$ cat src/design/tlpt_pkg.sv
// Shared types and constants for the two-level page table mapper.
// No dependencies; every design file but tlpt_ram imports this package.
package tlpt_pkg;

  localparam int ADDR_W     = 32;
  localparam int DESC_W     = 32;
  localparam int L1_DEPTH   = 4096;
  localparam int L1_IDX_W   = 12;
  localparam int L2_DEPTH   = 256;
  localparam int L2_IDX_W   = 8;
  localparam int KB_W       = 22;   // table address in 1 KB units
  localparam int FLAGS_W    = 12;
  localparam int PAGE_W     = ADDR_W - FLAGS_W;
  localparam int TU_W       = 5;
  localparam int CFG_ADDR_W = 3;
  localparam int CFG_DATA_W = 32;

  // descriptor type field, bits 1:0
  localparam logic [1:0] FAULT_TYPE  = 2'b00;
  localparam logic [1:0] COARSE_TYPE = 2'b01;

  typedef enum logic {
    REQ_CLEAR = 1'b0,
    REQ_MAP   = 1'b1
  } req_code_t;

  typedef enum logic [1:0] {
    STAT_OK         = 2'd0,
    STAT_POOL_EMPTY = 2'd1,
    STAT_MAPPED     = 2'd2,
    STAT_SKIPPED    = 2'd3
  } status_t;

  typedef enum logic {
    REG_PAGE_FLAGS = 1'b0,
    REG_POOL_BASE  = 1'b1
  } reg_idx_t;

  typedef enum logic [2:0] {
    S_CLEAR,
    S_IDLE,
    S_L1RD,
    S_ALLOC,
    S_L2RD,
    S_DONE
  } state_t;

  typedef struct packed {
    logic [FLAGS_W-1:0] page_flags;
    logic [KB_W-1:0]    pool_base_kb;
  } cfg_t;

endpackage

$ cat src/design/tlpt_cfg_regs.sv
// APB-style configuration registers: page flags and pool base.
// Depends on tlpt_pkg (cfg_t, register index codes).
module tlpt_cfg_regs (
  input  logic                            clk,
  input  logic                            rst,
  input  logic                            psel,
  input  logic                            penable,
  input  logic                            pwrite,
  input  logic [tlpt_pkg::CFG_ADDR_W-1:0] paddr,
  input  logic [tlpt_pkg::CFG_DATA_W-1:0] pwdata,
  output logic [tlpt_pkg::CFG_DATA_W-1:0] prdata,
  output logic                            pready,
  output tlpt_pkg::cfg_t                  cfg
);
  import tlpt_pkg::*;

  reg_idx_t idx;

  // word index; byte-lane bits are ignored
  assign idx    = reg_idx_t'(paddr[CFG_ADDR_W-1]);
  assign pready = 1'b1;

  always_ff @(posedge clk) begin
    if (rst) begin
      cfg <= '0;
    end else if (psel && penable && pwrite) begin
      unique case (idx)
        REG_PAGE_FLAGS: cfg.page_flags   <= pwdata[FLAGS_W-1:0];
        REG_POOL_BASE:  cfg.pool_base_kb <= pwdata[KB_W-1:0];
        default:        cfg              <= cfg;
      endcase
    end
  end

  always_comb begin
    unique case (idx)
      REG_PAGE_FLAGS: prdata = CFG_DATA_W'(cfg.page_flags);
      REG_POOL_BASE:  prdata = CFG_DATA_W'(cfg.pool_base_kb);
      default:        prdata = '0;
    endcase
  end

endmodule

$ cat config.mk
export PLATFORM = sky130hd
export DESIGN_NAME = tlpt_cfg_regs
export DESIGN_NICKNAME = d
export VERILOG_FILES = /design/src/design/tlpt_pkg.sv /design/src/design/tlpt_cfg_regs.sv
export SDC_FILE = /design/constraint.sdc
export NUM_CORES = 1
export LEC_CHECK = 0
export ABC_AREA = 1
export BUFFER_PORTS_ARGS = -buffer_cell sky130_fd_sc_hd__buf_2
export CAP_MARGIN = 20
export CORE_ASPECT_RATIO = 1.75
export CORE_UTILIZATION = 39
export DETAILED_ROUTE_END_ITERATION = 16
export PLACE_DENSITY = 0.83
export SLEW_MARGIN = 20
export SYNTH_ARGS = -nofsm -noshare
export SYNTH_HDL_FRONTEND = slang
export SYNTH_SLANG_ARGS = --single-unit
$ cat constraint.sdc
create_clock -name clk -period 0.9 [get_ports clk]
set_input_delay 0.18 -clock clk [delete_from_list [all_inputs] [get_ports clk]]
set_output_delay 0.18 -clock clk [all_outputs]
set_load 0.05 [all_outputs]
==> impl_metrics.json, run 1 <==
{
  "status": "finished, violations left",
  "violations": "negative setup slack",
  "fp.dieH_um": 91.8,
  "cp_slowest_stage_delay_ns": 0.36,
  "postRouteAntennaNets": 0,
  "path_clk_slew_ns": 0.07,
  "drt-total-wl_um": 6430,
  "hold_path_class": "input pin to flop",
  "via_count": 2180,
  "hold_viol_final": 0,
  "synth_top_area_cell": "dfxtp_1",
  "slowest_stage": "dfxtp_4",
  "yosysWarnings": 0,
  "ios": 107,
  "grt_usage_pct": 25.9,
  "largest_register": "cfg",
  "irDropWorstVdd_uv": 896,
  "start_util_pct": 40.8,
  "placeableCoreArea_um2": 4400,
  "dieWidth_um": 53.3,
  "numPortBuffers": 83,
  "cts_tree": "built",
  "antenna_cells": 0,
  "synth_area_per_cell_um2": 6.30,
  "yosys.area_share.simple_pct": 43.2,
  "yosysTopAreaCellShare_pct": 37.9,
  "grt_pass1_vias": 2073,
  "crit_family": "flip-flops",
  "cap_violations": 0,
  "report.final.slew_viol_count": 0,
  "finalCritPeriodShare_pct": 127,
  "crit_path_end_kind": "output port",
  "fin_ws_ns": -0.244,
  "finalSetupTns_ns": -8.77,
  "path_cells": "nand2_4, clkinvlp_4, buf_6",
  "synth_mux_area_share_pct": 0,
  "fmax_ghz": 0.874,
  "synth_fa_ha_area_share_pct": 0,
  "synth_top_family_by_area": "simple AND/OR/NAND/NOR gates",
  "report.final.setup_viol": 56,
  "clk_latency_ns": 0.28,
  "dp_hpwl_um": 3500,
  "drt_pass1_iterations": 4,
  "cp.buffers_inverters": 2,
  "post-place-ws_ns": -0.351,
  "gp_congestion": 0.813,
  "drt_iter0_markers": 69,
  "cp.required_ns": 0.72,
  "critPathKind": "flop to output port",
  "cts_made_buffers": 5,
  "drc": 0,
  "yosysSeqAreaShare_pct": 37.9,
  "synth-seq-cells": 34,
  "syn_area_um2": 1800,
  "netlist_instances": 285,
  "cp.arrival_ns": 0.96,
  "grt_max_degree": 35,
  "max-clock-path-buffers": 2,
  "clock_sinks": 34,
  "final_common_cell": "nor2_1",
  "leakagePower_nw": 1.85,
  "synthXorXnorAreaFrac_pct": 0,
  "via_per_inst": 4.93,
  "grt_first_pass_wirelength_um": 9440,
  "placementRows": 32,
  "cts_htree_levels": 2,
  "wl_per_cell_um": 14.5,
  "fin_skew_ns": 0,
  "finalCriticalPeriod_ns": 1.14,
  "rsz0062_at_grt": "true",
  "crit_fanout": 3,
  "antenna_found_initial": 0,
  "power.density_nw_per_um2": 1080,
  "drive_above_1_share_pct": 55.5,
  "dieArea_um2": 4890,
  "ys_types": 17,
  "ctsRootBufferMaster": "clkbuf_8",
  "reg_top3": "cfg: 34 flops",
  "mostFrequentLayoutCells": "nor2_1, buf_8, nand2_4",
  "yosys-top-cells-area": "dfxtp_1, nand2_1, nor2_1",
  "synth_compound_area_share_pct": 0,
  "largest_reg_flops": 34,
  "cts_hold_buf": 0,
  "area_growth_pct": 101,
  "fin_nets": 430,
  "start_kind": "flop",
  "grt_overflow": 0
}
## synthesized netlist by cell type
cell type / instances
conb_1: 2
nand3_1: 34
nor2_2: 1
buf_1: 1
nor2_1: 68
buf_6: 6
buf_2: 5
clkbuf_1: 3
inv_4: 1
nor2_4: 1
clkinv_1: 1
nand2_1: 81
dfxtp_1: 34
inv_1: 33
buf_4: 12
nor2_8: 1
nand3_2: 1
## worst paths after layout
path | from | endpoint | slack, ns | cells past startpoint
setup / recovery | cfg[13] | prdata[13] | -0.24 | 3
hold / removal | pwdata[6] | cfg[28] | 0.22 | 5
setup reg to reg | cfg[9] | cfg[9] | 0.23 | 2
hold reg to reg | cfg[2] | cfg[2] | 0.51 | 2
## worst min-delay path, stage by stage
cell	delay [ns]
buf_2	0.07
inv_1	0.04
nand3_1	0.07
nand2_1	0.04
nor2_1	0.07
## cell families after synthesis
kind of cell / count (synthesis)
flip-flops: 34
buffers and inverters: 62
AND/OR/NAND/NOR: 187
other: 2
## metal layers
metal / track usage (%) / vias up / share of wire (%)
li1: - / 1039 / -
met1: 25.9 / 1014 / 32
met2: 48.3 / 102 / 59
met3: 3.65 / 25 / 4.2
met4: 12.7 / 0 / 4.2
met5: 0 / - / 0
## through the flow
step	hold WS, ns	power [mW]	area, um2	util [%]	cells
2_1_floorplan	0.391	2.36	2250	-	294
3_3_place_gp	0.476	2.51	2670	60.7	418
3_5_place_dp	0.484	2.53	2670	60.7	418
4_1_cts	0.217	3.79	3380	76.7	428
5_1_grt	0.247	4.03	3600	81.8	442
6_report	0.223	3.88	3600	81.8	442
## cell type report
type	instances	area, um2
Timing Repair Buffer	116	1330
Multi-Input combinational cell	198	1140
Clock inverter	2	8.76
Sequential cell	34	808
Inverter	35	176
Tap cell	51	63.8
Clock buffer	6	72.6
Fill cell	260	801
## power by group
group / leakage (nW) / switching, mW / internal [mW]
clock network: 0.0426 / 0.529 / 0.531
logic: 1.50 / 0.764 / 0.475
registers: 0.302 / 0.0839 / 1.50
## timing repair
item                                    CTS  global route
buffers inserted                          2            14
cloned                                    0             0
gates resized for setup                 181            31
endpoints found under the setup margin   56            56
pin swaps                                13            12
Note: power is estimated with default switching activity, not from simulation.
==> inputs of run 2 (changes only) <==
- ABC_AREA: 1 -> 0
==> impl_metrics.json, run 2 <==
{
  "worst_hold_slack_ns": 0.144,
  "placeableCoreArea_um2": 4400,
  "irDropWorstVdd_uv": 988,
  "placementRows": 32,
  "crit_path_end_kind": "output port",
  "crit_fanout": 3,
  "syn_area_um2": 1790,
  "cap_violations": 0,
  "violations": "negative setup slack",
  "yosys-top-cells-area": "dfxtp_1, nand2b_1, mux2i_1",
  "ys_types": 15,
  "fin_skew_ns": 0,
  "fin_nets": 342,
  "yosysWarnings": 0,
  "fmax_ghz": 0.811,
  "grt_overflow": 0,
  "synth_edf_count": 0,
  "clockPowerShare_pct": 32.0,
  "numPortBuffers": 83,
  "grt_first_pass_wirelength_um": 7730,
  "multi_input_area_um2": 1040,
  "comb_power_share_pct": 24.9,
  "synth_top_area_cell": "dfxtp_1",
  "final_common_cell": "nand2b_1",
  "fp.dieH_um": 91.6,
  "post-place-ws_ns": -0.350,
  "report.final.slew_viol_count": 0,
  "fin_ws_ns": -0.333,
  "report.final.setup_viol": 61,
  "hold_path_class": "input pin to flop",
  "synth_top_family_by_area": "multiplexers",
  "drt_iter0_markers": 23,
  "drt-total-wl_um": 5570,
  "dp_hpwl_um": 3040,
  "yosysSeqAreaShare_pct": 38.1,
  "p_int_mw": 2.53,
  "postRouteAntennaNets": 0,
  "drc": 0,
  "final_core_util_pct": 79.3,
  "yosysTopAreaCellShare_pct": 38.1,
  "largest_register": "cfg",
  "synthArstFlopShare_pct": 0,
  "antenna_found_initial": 0,
  "cp.arrival_ns": 1.05,
  "cts_made_buffers": 5,
  "power.density_nw_per_um2": 1020,
  "drt_pass1_iterations": 4,
  "via_per_inst": 4.74,
  "start_kind": "flop",
  "dieArea_um2": 4870,
  "reg_top3": "cfg: 34 flops",
  "max-clock-path-buffers": 2,
  "ys.flop_type": "dfxtp_1",
  "ctsRootBufferMaster": "clkbuf_8",
  "synth_mux_area_share_pct": 26.6,
  "cp.required_ns": 0.72,
  "netlist_instances": 176,
  "final_cells": 354,
  "start_util_pct": 40.6,
  "hold_viol_final": 0,
  "p_sw_share_pct": 29.0,
  "seqPwrFrac_pct": 43.1,
  "drive_above_1_share_pct": 65.3,
  "synthXorXnorAreaFrac_pct": 0,
  "path_clk_slew_ns": 0.06,
  "clock_sinks": 34,
  "synth_fa_ha_area_share_pct": 0,
  "p_switching_mw": 1.03,
  "finalCriticalPeriod_ns": 1.23,
  "grt_max_degree": 57,
  "largest_reg_flops": 34,
  "nFillCells": 255,
  "mostFrequentLayoutCells": "nand2b_1, buf_8, buf_6",
  "grt_pass1_vias": 1643,
  "grt_usage_pct": 22.1,
  "wl_per_cell_um": 15.7,
  "dp.cells": 324,
  "gp_congestion": 0.805,
  "synth_area_per_cell_um2": 10.2,
  "status": "finished, violations left",
  "synthTopCellsByCount": "nand2b_1, dfxtp_1, mux2i_1, mux2_2, buf_4",
  "antenna_cells": 0,
  "synth_compound_area_share_pct": 0,
  "clk_latency_ns": 0.28,
  "ios": 107,
  "via_count": 1679,
  "critPathKind": "flop to output port",
  "rsz0062_at_grt": "true",
  "seq_area_um2": 763,
  "cts_htree_levels": 2,
  "power_mw": 3.56,
  "area_growth_pct": 95.2,
  "cts_tree": "built",
  "finalCritPeriodShare_pct": 137,
  "dieWidth_um": 53.2,
  "yosys.area_share.simple_pct": 25.1,
  "synth-seq-cells": 34,
  "synthMostInstantiatedCell": "nand2b_1",
  "leakagePower_nw": 1.61
}
## run 2: cell count changes in the layout (fill, tap and decap cells not counted), sizes merged, moves of 3 or more
cell      delta
mux2        +12
nor2        -71
buf         +17
nand3       -35
nand2b      +56
and2        +10
nand2       -81
mux2i       +34
clkinv       -3
clkbuf       +3
clkinvlp    -10
inv         -24
## run 2: final timing paths
path / from / to / slack (ns) / depth (start not counted)
hold / removal: pwdata[19] / cfg[19] / 0.14 / 3
hold reg to reg: cfg[30] / cfg[30] / 0.50 / 2
setup / recovery: cfg[11] / prdata[11] / -0.33 / 2
setup reg to reg: cfg[14] / cfg[14] / 0.09 / 4
## run 2: cells by family (layout without fill, tap and decap cells)
| logic type | count (synthesis) | count (layout) |
|---|---|---|
| buf+inv | 24 | 142 |
| flops | 34 | 34 |
| mux | 46 | 46 |
| other cells | 2 | 11 |
| simple gates | 70 | 70 |
## run 2: worst max-delay path, cell delays in order, from the launching register on
cell and delay [ns]:
dfxtp_4 0.36, mux2_4 0.26, buf_8 0.15
## run 2: cell type report
cell class | instances | share of cell area, %
Clock buffer | 8 | 2.58
Multi-Input combinational cell | 127 | 29.8
Sequential cell | 34 | 21.9
Tap cell | 51 | 1.83
Timing Repair Buffer | 134 | 43.9
## run 2: power groups by stage
stage / clock network (mW) / registers, mW / logic [mW]
6_report: 1.14 / 1.53 / 0.885
2_1_floorplan: 0 / 1.69 / 0.428
3_3_place_gp: 0 / 1.57 / 0.667
4_1_cts: 1.18 / 1.54 / 0.817
5_1_grt: 1.24 / 1.54 / 0.929
3_5_place_dp: 0 / 1.57 / 0.675
## run 2: through the flow
step           area (um2)  TNS (ns)
2_1_floorplan        1980     -1.79
3_3_place_gp         2510    -13.03
3_5_place_dp         2510    -14.69
4_1_cts              3240    -10.33
5_1_grt              3490    -12.37
6_report             3490    -10.65
## run 2: timing repair
item	CTS	global route
endpoints found under the setup margin	60	86
hold buffers	0	0
cloned	1	0
resized for setup	174	44
pin swaps	6	3
setup buffers	5	29
## run 2: routing by layer
layer | share of wire [%] | GRT usage, % | wire length [um]
met4 | 4.5 | 10.7 | 249
met2 | 58 | 42.6 | 3230
met1 | 33 | 20.5 | 1850
met5 | 0 | 0 | 0
met3 | 4.3 | 3.52 | 237
